### src/rtl/core/r2q_pkg.sv
// ============================================================================
// r2q_pkg - shared types and constants for the rotation to quaternion block
// Widths of the branch values, the divider and the square root lanes.
// ============================================================================
`default_nettype none

package r2q_pkg;

   localparam int ONE_Q14   = 16384;
   localparam int IN_W      = 16;
   localparam int OUT_W     = 16;
   localparam int LANES     = 4;             // x, y, z, w
   localparam int VAL_W     = 18;            // signed branch values
   localparam int MAG_W     = 17;            // magnitude of a branch value
   localparam int SQ_W      = 2 * MAG_W;     // square of a magnitude
   localparam int SUM_W     = SQ_W + 3;      // sum of four squares
   localparam int REM_W     = SUM_W + 1;     // divider partial remainder
   localparam int QUO_W     = 32;            // quotient bits, one extra LSB
   localparam int DIV_STEPS = QUO_W / 2;     // two quotient bits a cycle
   localparam int RAD_W     = QUO_W - 1;     // square root operand
   localparam int ROOT_W    = 16;
   localparam int SQR_REM_W = ROOT_W + 3;
   localparam int SQR_STEPS = ROOT_W;
   localparam int QUEUE_DEPTH_DEF = 2;

   typedef enum logic [3:0] {
      BR_W = 4'b0001,
      BR_X = 4'b0010,
      BR_Y = 4'b0100,
      BR_Z = 4'b1000
   } branch_type;

   // classified item: squared magnitudes, their sum and the signs
   typedef struct packed {
      logic [LANES-1:0][SQ_W-1:0] sq;
      logic [SUM_W-1:0]           sum;
      logic [LANES-1:0]           neg;
      logic                       ok;
   } work_type;

   // quotients handed from the divider to the square root unit
   typedef struct packed {
      logic [LANES-1:0][RAD_W-1:0] rad;
      logic [LANES-1:0]            neg;
      logic                        ok;
   } rad_type;

endpackage

`default_nettype wire

### src/rtl/core/r2q_ifs.sv
// ============================================================================
// r2q_ifs - channel interfaces of the rotation to quaternion block
// Matrix request channel and quaternion response channel, valid/ready.
// ============================================================================
`default_nettype none


interface r2q_rsp_if import r2q_pkg::*; ();
   logic                    valid;
   logic                    ready;
   logic signed [OUT_W-1:0] quat_x;
   logic signed [OUT_W-1:0] quat_y;
   logic signed [OUT_W-1:0] quat_z;
   logic signed [OUT_W-1:0] quat_w;
   logic                    valid_res;

   modport source (
      output valid, quat_x, quat_y, quat_z, quat_w, valid_res,
      input  ready
   );
   modport sink (
      input  valid, quat_x, quat_y, quat_z, quat_w, valid_res,
      output ready
   );
endinterface

`default_nettype wire

### src/rtl/core/r2q_sqrt.sv
// ============================================================================
// r2q_sqrt - four lane square root, rounding and response register
// Integer square root one result bit a cycle, then halve with rounding,
// clamp to one and restore the sign, or give the identity for a failed item.
// ============================================================================
`default_nettype none

module r2q_sqrt import r2q_pkg::*; (
   input  logic       clock,
   input  logic       reset,
   input  rad_type    rad_data,
   input  logic       rad_valid,
   output logic       rad_ready,
   r2q_rsp_if.source  rsp_bus
);

   localparam int STEP_W = $clog2(SQR_STEPS);
   localparam logic [STEP_W-1:0] LAST_STEP = STEP_W'(SQR_STEPS - 1);
   localparam logic [ROOT_W-1:0] ONE_MAG   = ROOT_W'(ONE_Q14);
   localparam logic signed [OUT_W-1:0] ONE_OUT = OUT_W'(ONE_Q14);

   logic                    busy_ff, busy_in;
   logic                    done_ff, done_in;
   logic [STEP_W-1:0]       step_ff, step_in;
   logic [SQR_REM_W-1:0]    rem_ff [LANES];
   logic [SQR_REM_W-1:0]    rem_in [LANES];
   logic [ROOT_W-1:0]       root_ff [LANES];
   logic [ROOT_W-1:0]       root_in [LANES];
   logic [QUO_W-1:0]        opd_ff [LANES];
   logic [QUO_W-1:0]        opd_in [LANES];
   logic [LANES-1:0]        neg_ff, neg_in;
   logic                    ok_ff, ok_in;
   logic signed [OUT_W-1:0] quat_ff [LANES];
   logic signed [OUT_W-1:0] quat_in [LANES];
   logic                    res_ok_ff, res_ok_in;

   logic [SQR_REM_W-1:0]    cur [LANES];
   logic [SQR_REM_W-1:0]    trial [LANES];
   logic                    ge [LANES];
   logic [ROOT_W-1:0]       root_nx [LANES];
   logic [ROOT_W:0]         plus1 [LANES];
   logic [ROOT_W-1:0]       mag [LANES];
   logic                    take;

   assign rad_ready = !busy_ff && (!done_ff || rsp_bus.ready);
   assign take      = rad_valid && rad_ready;

   always_comb begin
      busy_in   = busy_ff;
      done_in   = done_ff;
      step_in   = step_ff;
      rem_in    = rem_ff;
      root_in   = root_ff;
      opd_in    = opd_ff;
      neg_in    = neg_ff;
      ok_in     = ok_ff;
      quat_in   = quat_ff;
      res_ok_in = res_ok_ff;

      for (int i = 0; i < LANES; i++) begin
         cur[i]     = {rem_ff[i][SQR_REM_W-3:0], opd_ff[i][QUO_W-1:QUO_W-2]};
         trial[i]   = {1'b0, root_ff[i], 2'b01};
         ge[i]      = cur[i] >= trial[i];
         root_nx[i] = {root_ff[i][ROOT_W-2:0], ge[i]};
         // round half away from zero: (root + 1) / 2, then clamp
         plus1[i]   = {1'b0, root_nx[i]} + (ROOT_W+1)'(1);
         mag[i]     = (plus1[i][ROOT_W:1] > ONE_MAG) ? ONE_MAG : plus1[i][ROOT_W:1];
      end

      if (done_ff && rsp_bus.ready) begin
         done_in = 1'b0;
      end
      if (take) begin
         busy_in = 1'b1;
         step_in = '0;
         neg_in  = rad_data.neg;
         ok_in   = rad_data.ok;
         for (int i = 0; i < LANES; i++) begin
            rem_in[i]  = '0;
            root_in[i] = '0;
            opd_in[i]  = QUO_W'(rad_data.rad[i]);
         end
      end else if (busy_ff) begin
         for (int i = 0; i < LANES; i++) begin
            rem_in[i]  = ge[i] ? cur[i] - trial[i] : cur[i];
            root_in[i] = root_nx[i];
            opd_in[i]  = {opd_ff[i][QUO_W-3:0], 2'b00};
         end
         if (step_ff == LAST_STEP) begin
            busy_in   = 1'b0;
            done_in   = 1'b1;
            res_ok_in = ok_ff;
            for (int i = 0; i < LANES; i++) begin
               if (!ok_ff) begin
                  quat_in[i] = (i == LANES - 1) ? ONE_OUT : '0;
               end else if (neg_ff[i]) begin
                  quat_in[i] = OUT_W'(-mag[i]);
               end else begin
                  quat_in[i] = OUT_W'(mag[i]);
               end
            end
         end else begin
            step_in = step_ff + STEP_W'(1);
         end
      end
   end

   always_ff @(posedge clock) begin
      if (reset) begin
         busy_ff <= 1'b0;
         done_ff <= 1'b0;
         step_ff <= '0;
      end else begin
         busy_ff <= busy_in;
         done_ff <= done_in;
         step_ff <= step_in;
      end
   end

   always_ff @(posedge clock) begin
      rem_ff    <= rem_in;
      root_ff   <= root_in;
      opd_ff    <= opd_in;
      neg_ff    <= neg_in;
      ok_ff     <= ok_in;
      quat_ff   <= quat_in;
      res_ok_ff <= res_ok_in;
   end

   assign rsp_bus.valid     = done_ff;
   assign rsp_bus.quat_x    = quat_ff[0];
   assign rsp_bus.quat_y    = quat_ff[1];
   assign rsp_bus.quat_z    = quat_ff[2];
   assign rsp_bus.quat_w    = quat_ff[3];
   assign rsp_bus.valid_res = res_ok_ff;

`ifndef ASSERT_OFF
   a_fail_identity: assert property (@(posedge clock) disable iff (reset)
      (done_ff && !res_ok_ff) |-> (quat_ff[3] == ONE_OUT && quat_ff[0] == '0))
      else $error("failed conversion not reported as identity");

   a_no_take_busy: assert property (@(posedge clock) disable iff (reset)
      busy_ff |-> !rad_ready)
      else $error("square root unit ready while iterating");
`endif

endmodule

`default_nettype wire
### src/flat_wrapper.sv
// flat-port wrapper written by rule: the top's interface ports become plain ports
module r2q_sqrt_flat import r2q_pkg::*;
  (clock, reset, rad_data, rad_valid, rad_ready, rsp_bus_valid, rsp_bus_quat_x, rsp_bus_quat_y, rsp_bus_quat_z, rsp_bus_quat_w, rsp_bus_valid_res, rsp_bus_ready);
  r2q_rsp_if rsp_bus_i ();
  input  logic clock;
  input  logic reset;
  input  rad_type rad_data;
  input  logic rad_valid;
  output logic rad_ready;
  output wire logic [$bits(rsp_bus_i.valid)-1:0] rsp_bus_valid;
  output wire logic [$bits(rsp_bus_i.quat_x)-1:0] rsp_bus_quat_x;
  output wire logic [$bits(rsp_bus_i.quat_y)-1:0] rsp_bus_quat_y;
  output wire logic [$bits(rsp_bus_i.quat_z)-1:0] rsp_bus_quat_z;
  output wire logic [$bits(rsp_bus_i.quat_w)-1:0] rsp_bus_quat_w;
  output wire logic [$bits(rsp_bus_i.valid_res)-1:0] rsp_bus_valid_res;
  input wire logic [$bits(rsp_bus_i.ready)-1:0] rsp_bus_ready;
  assign rsp_bus_valid = rsp_bus_i.valid;
  assign rsp_bus_quat_x = rsp_bus_i.quat_x;
  assign rsp_bus_quat_y = rsp_bus_i.quat_y;
  assign rsp_bus_quat_z = rsp_bus_i.quat_z;
  assign rsp_bus_quat_w = rsp_bus_i.quat_w;
  assign rsp_bus_valid_res = rsp_bus_i.valid_res;
  assign rsp_bus_i.ready = rsp_bus_ready;
  r2q_sqrt u_core (.clock(clock), .reset(reset), .rad_data(rad_data), .rad_valid(rad_valid), .rad_ready(rad_ready), .rsp_bus(rsp_bus_i));
endmodule
### config.mk
export PLATFORM = sky130hd
export DESIGN_NAME = r2q_sqrt_flat
export DESIGN_NICKNAME = d
export VERILOG_FILES = /design/src/rtl/core/r2q_pkg.sv /design/src/rtl/core/r2q_ifs.sv /design/src/rtl/core/r2q_sqrt.sv /design/src/flat_wrapper.sv
export SDC_FILE = /design/constraint.sdc
export NUM_CORES = 1
export LEC_CHECK = 0
export BUFFER_PORTS_ARGS = -buffer_cell sky130_fd_sc_hd__buf_4
export CORE_ASPECT_RATIO = 0.6
export CORE_UTILIZATION = 60
export CTS_CLUSTER_DIAMETER = 200
export DETAILED_ROUTE_END_ITERATION = 7
export GPL_TIMING_DRIVEN = 0
export PLACE_DENSITY_LB_ADDON = 0.12
export SYNTH_ARGS = -nofsm -noshare
export SYNTH_HDL_FRONTEND = slang
export SYNTH_SLANG_ARGS = --single-unit
### constraint.sdc
create_clock -name clock -period 8.1 [get_ports clock]
set_input_delay 0.81 -clock clock [delete_from_list [all_inputs] [get_ports clock]]
set_output_delay 0.81 -clock clock [all_outputs]
set_load 0.005 [all_outputs]
==> impl_metrics.json, run 1 <==
{
  "powerDensity_nw_per_um2": 327,
  "synthToLayoutAreaGrowth_pct": 16.0,
  "critical_path_class": "reg2reg",
  "dpl-instance-area_um2": 22400,
  "clock_latency_ns": 0.55,
  "regArea_um2": 8670,
  "outcome": "finished with violations",
  "maxCapViolCount": 1,
  "cpMaxStageDelayCell": "clkbuf_1",
  "ir_drop_mv": 0.219,
  "worst_slack_ns": 0.425,
  "grt_max_degree": 80,
  "grt_pass1_wl_mm": 94.3,
  "synth_edf_count": 194,
  "required_ns": 8.39,
  "violations": "max-capacitance violations, max-slew violations",
  "rows": 51,
  "cts_buffer_depth": 3,
  "drc": 0,
  "clkTransAtPathRegs_ns": 0.07,
  "final-setup-viol-count": 0,
  "cts-htree-levels": 2,
  "fp.dieW_um": 239,
  "drive_above_1_share": 0.136,
  "grt_pass1_vias": 17200,
  "avgSynthCellArea_um2": 9.30,
  "syn-instance-count": 2176,
  "yosysTopAreaCell": "edfxtp_1",
  "core_area_um2": 32800,
  "fin_cells": 2890,
  "gr-total-overflow": 0,
  "skew_ns": 0.0244,
  "ctsHoldBuffers": 0,
  "vias": 18500,
  "rsz0062_at_grt": "false",
  "tightestPinTransition_ns": 1.52,
  "syn_nets": 2390,
  "ys.flop_type": "edfxtp_1",
  "cts_tree": "done",
  "fmax_mhz": 130,
  "syn_area_um2": 20200,
  "slowest_delay_ns": 0.46,
  "place_ws_ns": 0.208,
  "fin_nets": 2629,
  "antenna_left": 0,
  "period_share": 0.948,
  "cts_root_buf": "clkbuf_16",
  "initial_core_util": 0.617,
  "fin_area_um2": 23500,
  "dieArea_um2": 34500,
  "end_kind": "flip-flop",
  "start_kind": "flip-flop",
  "antenna_found_initial": 0,
  "place.detailed.hpwl_mm": 44.7,
  "ys_warn_count": 0,
  "worstHoldPathType": "in2reg",
  "port_buffers": 199,
  "slew_headroom": -0.0158,
  "async_reset_ff_frac": 0,
  "hold_viol": 0,
  "yosysSeqAreaShare": 0.428,
  "first_pass_iters": 6,
  "netlist_top_cells_area": "edfxtp_1, dfxtp_1, a22o_1",
  "cp.arrival_ns": 7.96,
  "power_mw": 7.69,
  "nFillCells": 2494,
  "drt_iter0_markers": 2456,
  "wl_per_cell_um": 21.1,
  "ys_seq_elements": 336,
  "n_antenna_cell": 0,
  "gp_congestion": 0.957,
  "track_usage": 0.348,
  "io_pins": 200,
  "finalSetupTns_ns": 0,
  "viasPerCell": 6.41,
  "cp_max_fo": 10,
  "drv_slew": 15,
  "dp_cells": 2827,
  "synth.top_cell.area_share": 0.288,
  "cts_made_buffers": 34,
  "die_h_um": 144,
  "wirelength_mm": 61.0,
  "p_leak_nw": 9.03,
  "synth.distinct_cells": 108,
  "clock_sinks": 336,
  "post-route-min-period_ns": 7.67,
  "multi_input_area_um2": 10600
}
[state kept, by name (all words and copies together), names as in the netlist]
register	cells
u_core.busy_ff	1
u_core.cur	76
u_core.neg_ff	4
u_core.ok_ff	1
u_core.opd_ff	120
u_core.root_ff	64
u_core.rsp_bus.quat_w	16
u_core.rsp_bus.quat_x	16
u_core.rsp_bus.quat_y	16
u_core.rsp_bus.quat_z	16
u_core.rsp_bus.valid	1
u_core.rsp_bus.valid_res	1
u_core.step_ff	4
[final timing paths]
kind | from | to | slack (ns) | depth (start not counted)
setup / recovery | u_core.root_ff[3] | u_core.rsp_bus.quat_w[12] | 0.43 | 28
hold / removal | rad_data[2] | u_core.neg_ff[1] | 0.44 | 1
setup reg to reg | u_core.root_ff[3] | u_core.rsp_bus.quat_w[12] | 0.43 | 28
hold reg to reg | u_core.root_ff[26] | u_core.root_ff[27] | 0.48 | 2
[report_power, final]
| part | internal (mW) | switching (mW) | leakage (nW) | total, mW |
|---|---|---|---|---|
| registers | 2.09 | 0.189 | 3.08 | 2.28 |
| clock network | 0.892 | 0.703 | 0.545 | 1.60 |
| logic | 1.45 | 2.37 | 5.40 | 3.81 |
| total | 4.43 | 3.26 | 9.03 | 7.69 |
[kinds of logic after synthesis]
family                   count (synthesis)  synth area share
AO/OA/AOI/OAI                          632             0.228
flip-flops                             336             0.428
adder cells (fa/ha/maj)                 81            0.0501
XOR/XNOR                               136            0.0592
multiplexers                            43            0.0221
AND/OR/NAND/NOR                        705             0.165
buffers and inverters                  243            0.0482
[critical path, delay by kind of cell (launching register included)]
family	cells	cell delay, ns
AOI/OAI and AO/OA	4	1.17
adders and majority gates	3	0.99
buffers and inverters	7	1.90
DFF	1	0.37
muxes	2	0.68
and+or+nand+nor	12	2.31
[synthesized netlist by cell type (34+ instances only)]
master    count
nor2_1      162
clkbuf_1    109
ha_1         81
xnor2_1     109
inv_1       103
nand3_1      64
a22o_1      126
nor3_1       54
mux2i_1      34
nand2_1     257
a21oi_1     120
o21ai_0      85
dfxtp_1     142
a31oi_1      36
o31ai_1      73
edfxtp_1    194
[repair_timing]
action                     in CTS  in global routing
setup buffers                   0                  2
setup endpoints to repair       0                  5
hold endpoints to repair        0                  0
gates resized for setup         0                  3
[layout by cell type (no fill, tap or decap), drive strengths merged, types with 12 or more instances in the layout]
cell	instances
o21a	12
xnor2	110
nor2	163
buf	225
dfxtp	142
and3	30
nand2	258
edfxtp	194
a211oi	23
a31oi	37
a21o	18
nor3	55
a21oi	123
a22o	126
a311oi	18
o21ai	97
inv	107
o31ai	74
clkinv	15
nand3	64
nor4	15
nand4	32
mux2i	35
o211ai	23
and2	18
clkbuf	158
ha	81
xor2	26
[layout make-up]
class                           instances  area share
Multi-Input combinational cell       1597       0.452
Sequential cell                       336       0.369
Timing Repair Buffer                  203      0.0666
Clock buffer                           47      0.0420
Buffer                                134      0.0241
Tap cell                              450      0.0240
Inverter                              109      0.0176
Clock inverter                         14     0.00458
[per-layer routing]
metal,track usage,routed length (µm)
met1,0.524,27800
met2,0.500,25200
met3,0.0762,6820
met4,0.0931,1250
met5,0,0
[through the flow]
stage | util | hold WS [ns]
finish | 0.716 | 0.437
floorplan | - | 0.428
global route | 0.716 | 0.439
global placement | 0.680 | 0.441
detailed placement | 0.682 | 0.462
CTS | 0.715 | 0.428
Note: power is estimated with default switching activity, not from simulation.
==> inputs of run 2 (changes only) <==
Settings changed: ABC_AREA from default to 1, GPL_TIMING_DRIVEN 0 to default.
==> impl_metrics.json, run 2 <==
{
  "initial_core_util": 0.619,
  "drv_slew": 0,
  "outcome": "finished, final reports clean",
  "synthToLayoutAreaGrowth_pct": 14.3,
  "worstHoldPathType": "in2reg",
  "powerDensity_nw_per_um2": 329,
  "n_antenna_cell": 0,
  "cp.arrival_ns": 5.51,
  "power_mw": 7.35,
  "yosys-top-cells-count": "nand2_1, inv_1, edfxtp_1",
  "antenna_found_initial": 0,
  "post_cts_buffers": 0,
  "die_h_um": 142,
  "port_buffers": 199,
  "drive_above_1_share": 0.133,
  "place_ws_ns": 3.04,
  "finalSetupTns_ns": 0,
  "drt_iter0_markers": 1639,
  "largest-register": "u_core.opd_ff",
  "grt_pass1_vias": 15800,
  "yosysTopAreaCell": "edfxtp_1",
  "slew_headroom": 0.295,
  "start_kind": "flip-flop",
  "grt_max_degree": 101,
  "synth.top_cell.area_share": 0.298,
  "viasPerCell": 5.77,
  "ys_seq_elements": 336,
  "gp_congestion": 0.957,
  "wl_per_cell_um": 16.9,
  "maxCapViolCount": 0,
  "critical_path_class": "reg2reg",
  "cts_buffer_depth": 3,
  "track_usage": 0.298,
  "synth.distinct_cells": 66,
  "cts_tree": "done",
  "skew_ns": 0.0265,
  "cts_root_buf": "clkbuf_16",
  "final-setup-viol-count": 0,
  "clkTransAtPathRegs_ns": 0.06,
  "fmax_mhz": 191,
  "cts-resized-gates": 0,
  "ctsHoldBuffers": 0,
  "clock_latency_ns": 0.55,
  "required_ns": 8.38,
  "period_share": 0.645,
  "ir_drop_mv": 0.201,
  "core_area_um2": 31600,
  "post-synth-top-count-cell": "nand2_1",
  "yosysSeqAreaShare": 0.443,
  "hold_viol": 0,
  "syn_nets": 2577,
  "netlist_top_cells_area": "edfxtp_1, dfxtp_1, nand2_1",
  "avgSynthCellArea_um2": 8.28,
  "grt_pass1_wl_mm": 81.0,
  "largest_register_ffs": 120,
  "place.detailed.hpwl_mm": 35.8,
  "cp_max_fo": 42,
  "synth_edf_count": 194,
  "rsz0062_at_grt": "false",
  "ys.flop_type": "edfxtp_1",
  "final_cell_mix": "nand2_1, inv_1, buf_4, edfxtp_1, nor2_1",
  "antenna_left": 0,
  "first_pass_iters": 7,
  "tightestPinTransition_ns": 1.06,
  "syn_area_um2": 19600,
  "clock_sinks": 336,
  "fp.dieW_um": 235,
  "ys_warn_count": 0,
  "end_kind": "flip-flop",
  "p_leak_nw": 10.5,
  "async_reset_ff_frac": 0,
  "gr-total-overflow": 0,
  "rows": 50,
  "syn-instance-count": 2363,
  "cts-htree-levels": 2,
  "drc": 0,
  "dieArea_um2": 33400,
  "vias": 17100,
  "dpl-instance-area_um2": 21200,
  "post-route-min-period_ns": 5.23,
  "fin_area_um2": 22400,
  "wirelength_mm": 50.1,
  "worst_slack_ns": 2.87,
  "fin_nets": 2732,
  "cts_made_buffers": 34,
  "final_common_cell": "nand2_1",
  "io_pins": 200
}
run 2: cell count changes after synthesis, sizes merged, moves of 54 or more:
| cell | change |
|---|---|
| nand2 | +279 |
| inv | +219 |
| xnor2 | -89 |
| o31ai | -71 |
| a22oi | +54 |
| nand3 | +54 |
run 2: cells by family (layout without fill, tap and decap cells):
family                   Yosys count  count (layout)  share of synthesized area
buffers and inverters            415             596                     0.0843
XOR/XNOR                          68              68                     0.0304
adder cells (fa/ha/maj)           81              81                     0.0518
AO/OA/AOI/OAI                    527             527                      0.180
flip-flops                       336             336                      0.443
AND/OR/NAND/NOR                  936             936                      0.210
run 2: critical path, stage by stage (launching register included):
cell     delay [ns]
dfxtp_1        0.45
inv_1          0.17
ha_1           0.38
nand2_1        0.08
inv_1          0.06
nand2_1        0.07
nor2_1         0.10
nand2_1        0.06
nand3_2        0.12
nand2_1        0.08
nand2_2        0.57
ha_1           0.31
nand2_1        0.16
nor2_2         0.23
nand2_1        0.10
o21ai_0        0.36
nand3_1        0.12
nor2_1         0.11
nand3_1        0.08
nor2_1         0.13
nand3_2        0.10
nand2_4        0.19
nand3_1        0.14
ha_1           0.25
nand4_1        0.11
nand2_1        0.17
o21ai_0        0.21
a21oi_1        0.06
run 2: cell type report:
class | count | area, µm²
Inverter | 326 | 1230
Fill cell | 2522 | 9230
Multi-Input combinational cell | 1612 | 9270
Clock inverter | 13 | 156
Timing Repair Buffer | 208 | 1560
Tap cell | 416 | 520
Clock buffer | 49 | 961
Sequential cell | 336 | 8670
run 2: through the flow:
stage | instances | hold WS, ns | utilization
4_1_cts | 2960 | 0.407 | 0.708
2_1_floorplan | 2363 | 0.433 | -
5_1_grt | 2960 | 0.420 | 0.708
3_5_place_dp | 2898 | 0.458 | 0.673
6_report | 2960 | 0.428 | 0.708
3_3_place_gp | 2898 | 0.453 | 0.673
run 2: metal layers:
layer	GRT usage	wire, µm
met5	0	0
met4	0.0582	701
met3	0.0667	4560
met2	0.434	20700
met1	0.453	24100
run 2: where the power goes:
group	switching, mW	total, mW	internal, mW
clock	0.690	1.59	0.904
combinational	2.18	3.47	1.29
sequential	0.188	2.29	2.11
run 2: final timing paths:
check                     startpoint                       end  slack [ns]  cells past startpoint
hold reg to reg       u_core.cur[36]            u_core.cur[36]        0.47                      2
setup reg to reg  u_core.root_ff[21]  u_core.rsp_bus.quat_z[8]        2.87                     27
setup / recovery  u_core.root_ff[21]  u_core.rsp_bus.quat_z[8]        2.87                     27
hold / removal                 reset            u_core.busy_ff        0.43                      2
==> inputs of run 3 (changes only) <==
Clock period 8.1 ns to 4.83 ns, I/O delays scaled along.
==> impl_metrics.json, run 3 (same netlist as run 2, synthesis figures left out) <==
{
  "critical_path_class": "reg2reg",
  "cts_root_buf": "clkbuf_16",
  "synthToLayoutAreaGrowth_pct": 14.7,
  "place.detailed.hpwl_mm": 35.5,
  "timing.hold.ws_ns": 0.0663,
  "slowest_delay_ns": 0.40,
  "tightestPinTransition_ns": 0.977,
  "r2r-start": "u_core.root_ff[53]",
  "antenna_found_initial": 0,
  "multi_input_area_um2": 9370,
  "grt_pass1_wl_mm": 80.6,
  "fp.dieW_um": 235,
  "regArea_um2": 8700,
  "path_buf_inv": 2,
  "post-route-util": 0.711,
  "fin_cells": 2968,
  "dp_cells": 2910,
  "cpMaxStageDelayCell": "dfxtp_2",
  "io_pins": 200,
  "crit_family": "simple AND/OR/NAND/NOR gates",
  "p_leak_nw": 10.5,
  "grt_max_degree": 95,
  "final-setup-viol-count": 0,
  "cts-htree-levels": 1,
  "sequentialPowerShare": 0.317,
  "clkPwrFrac": 0.198,
  "end_kind": "flip-flop",
  "n_antenna_cell": 0,
  "antenna_left": 0,
  "viasPerCell": 5.79,
  "cp.arrival_ns": 4.82,
  "gp_congestion": 0.972,
  "largest_register_ffs": 120,
  "drt_iter0_markers": 1741,
  "nFillCells": 2509,
  "drive_above_1_share": 0.149,
  "ir_drop_mv": 0.354,
  "start_kind": "flip-flop",
  "rrSetupSlack_ns": 0.33,
  "final_common_cell": "nand2_1",
  "power.switching_mw": 5.08,
  "clock_sinks": 336,
  "grt_use_met1": 0.440,
  "wirelength_mm": 49.6,
  "fmax_mhz": 222,
  "r2r_cells": 29,
  "slew_headroom": 0.349,
  "worst_slack_ns": 0.330,
  "fin_nets": 2741,
  "wl_per_cell_um": 16.7,
  "first_pass_iters": 6,
  "outcome": "finished, final reports clean",
  "rows": 50,
  "grt_use_met3": 0.0671,
  "track_usage": 0.295,
  "clock_latency_ns": 0.58,
  "required_ns": 5.15,
  "powerDensity_nw_per_um2": 544,
  "cts_tree": "done",
  "final_cell_mix": "nand2_1, inv_1, buf_4, edfxtp_1, nor2_1",
  "worstHoldPathType": "in2reg",
  "combPwrFrac": 0.485,
  "place_ws_ns": 0.244,
  "whs_path_depth": 2,
  "cts_made_buffers": 31,
  "period_share": 0.932,
  "internal-power_mw": 7.13,
  "hold_viol": 0,
  "hold_end": "u_core.busy_ff",
  "grt_pass1_vias": 16100,
  "port_buffers": 199,
  "maxCapViolCount": 0,
  "clkTransAtPathRegs_ns": 0.07,
  "largest-register": "u_core.opd_ff",
  "skew_ns": 0.0171,
  "switching_share": 0.416,
  "grt_use_met2": 0.438,
  "cp_common_cell": "nand2_1",
  "dieArea_um2": 33400,
  "gr-total-overflow": 0,
  "cp_max_fo": 12,
  "hp-start": "reset",
  "drv_slew": 0,
  "vias": 17200,
  "worstReg2RegEnd": "u_core.rsp_bus.quat_x[14]",
  "cts_buffer_depth": 3,
  "post-route-min-period_ns": 4.50,
  "top_usage_layer": "met1",
  "die_h_um": 142,
  "initial_core_util": 0.619,
  "core_area_um2": 31600,
  "drc": 0,
  "ctsHoldBuffers": 0
}
run 3: cell count changes in the layout (fill, tap and decap cells not counted), sizes merged:
cell      delta
clkinv       +4
clkbuf       -7
clkinvlp     -1
inv          -1
bufinv       +1
buf         +12
run 3: repair_timing:
item,CTS,global route
gates resized for setup,0,44
endpoints found under the setup margin,0,36
setup buffers,0,0
run 3: per-stage QoR:
stage	instance area (µm²)	TNS [ns]	power, mW
floorplan	19600	0	8.34
global placement	21300	0	9.47
detailed placement	21300	0	9.62
CTS	22300	0	12.1
global route	22500	-0.00448	13.1
finish	22500	0	12.2
run 3: routing by layer:
layer | part of all wire | wire [µm]
met1 | 0.48 | 23800
met4 | 0.017 | 858
met5 | 0 | 0
met2 | 0.41 | 20500
met3 | 0.090 | 4460
run 3: worst reg2reg max path, delay by kind of cell (launching register included):
kind / cells / cell delay (ns)
adders and majority gates: 3 / 0.86
buffers and inverters: 2 / 0.21
DFF: 1 / 0.40
and+or+nand+nor: 24 / 2.76
run 3: cell type report:
| type | count | share of cell area |
|---|---|---|
| Multi-Input combinational cell | 1612 | 0.417 |
| Sequential cell | 336 | 0.388 |
| Timing Repair Buffer | 220 | 0.0736 |
| Inverter | 326 | 0.0548 |
| Clock buffer | 42 | 0.0364 |
| Tap cell | 416 | 0.0232 |
| Clock inverter | 16 | 0.00713 |
run 3: power by group through the flow:
| stage | Combinational [mW] | Clock [mW] | Sequential, mW |
|---|---|---|---|
| finish | 5.92 | 2.42 | 3.87 |
| global placement | 5.57 | 0 | 3.90 |
| floorplan | 4.57 | 0 | 3.78 |
| global route | 6.65 | 2.56 | 3.91 |
| detailed placement | 5.71 | 0 | 3.90 |
| CTS | 5.75 | 2.46 | 3.85 |
run 3: worst max-delay path by stage:
stage                             startpoint  depth (start not counted)                         to
after floorplan           u_core.root_ff[50]                         31   u_core.rsp_bus.quat_x[8]
after global placement    u_core.root_ff[50]                         28  u_core.rsp_bus.quat_x[15]
after detailed placement  u_core.root_ff[53]                         28  u_core.rsp_bus.quat_x[14]
after CTS                 u_core.root_ff[53]                         28  u_core.rsp_bus.quat_x[14]
after global routing      u_core.root_ff[53]                         29  u_core.rsp_bus.quat_x[14]
final                     u_core.root_ff[53]                         29  u_core.rsp_bus.quat_x[14]
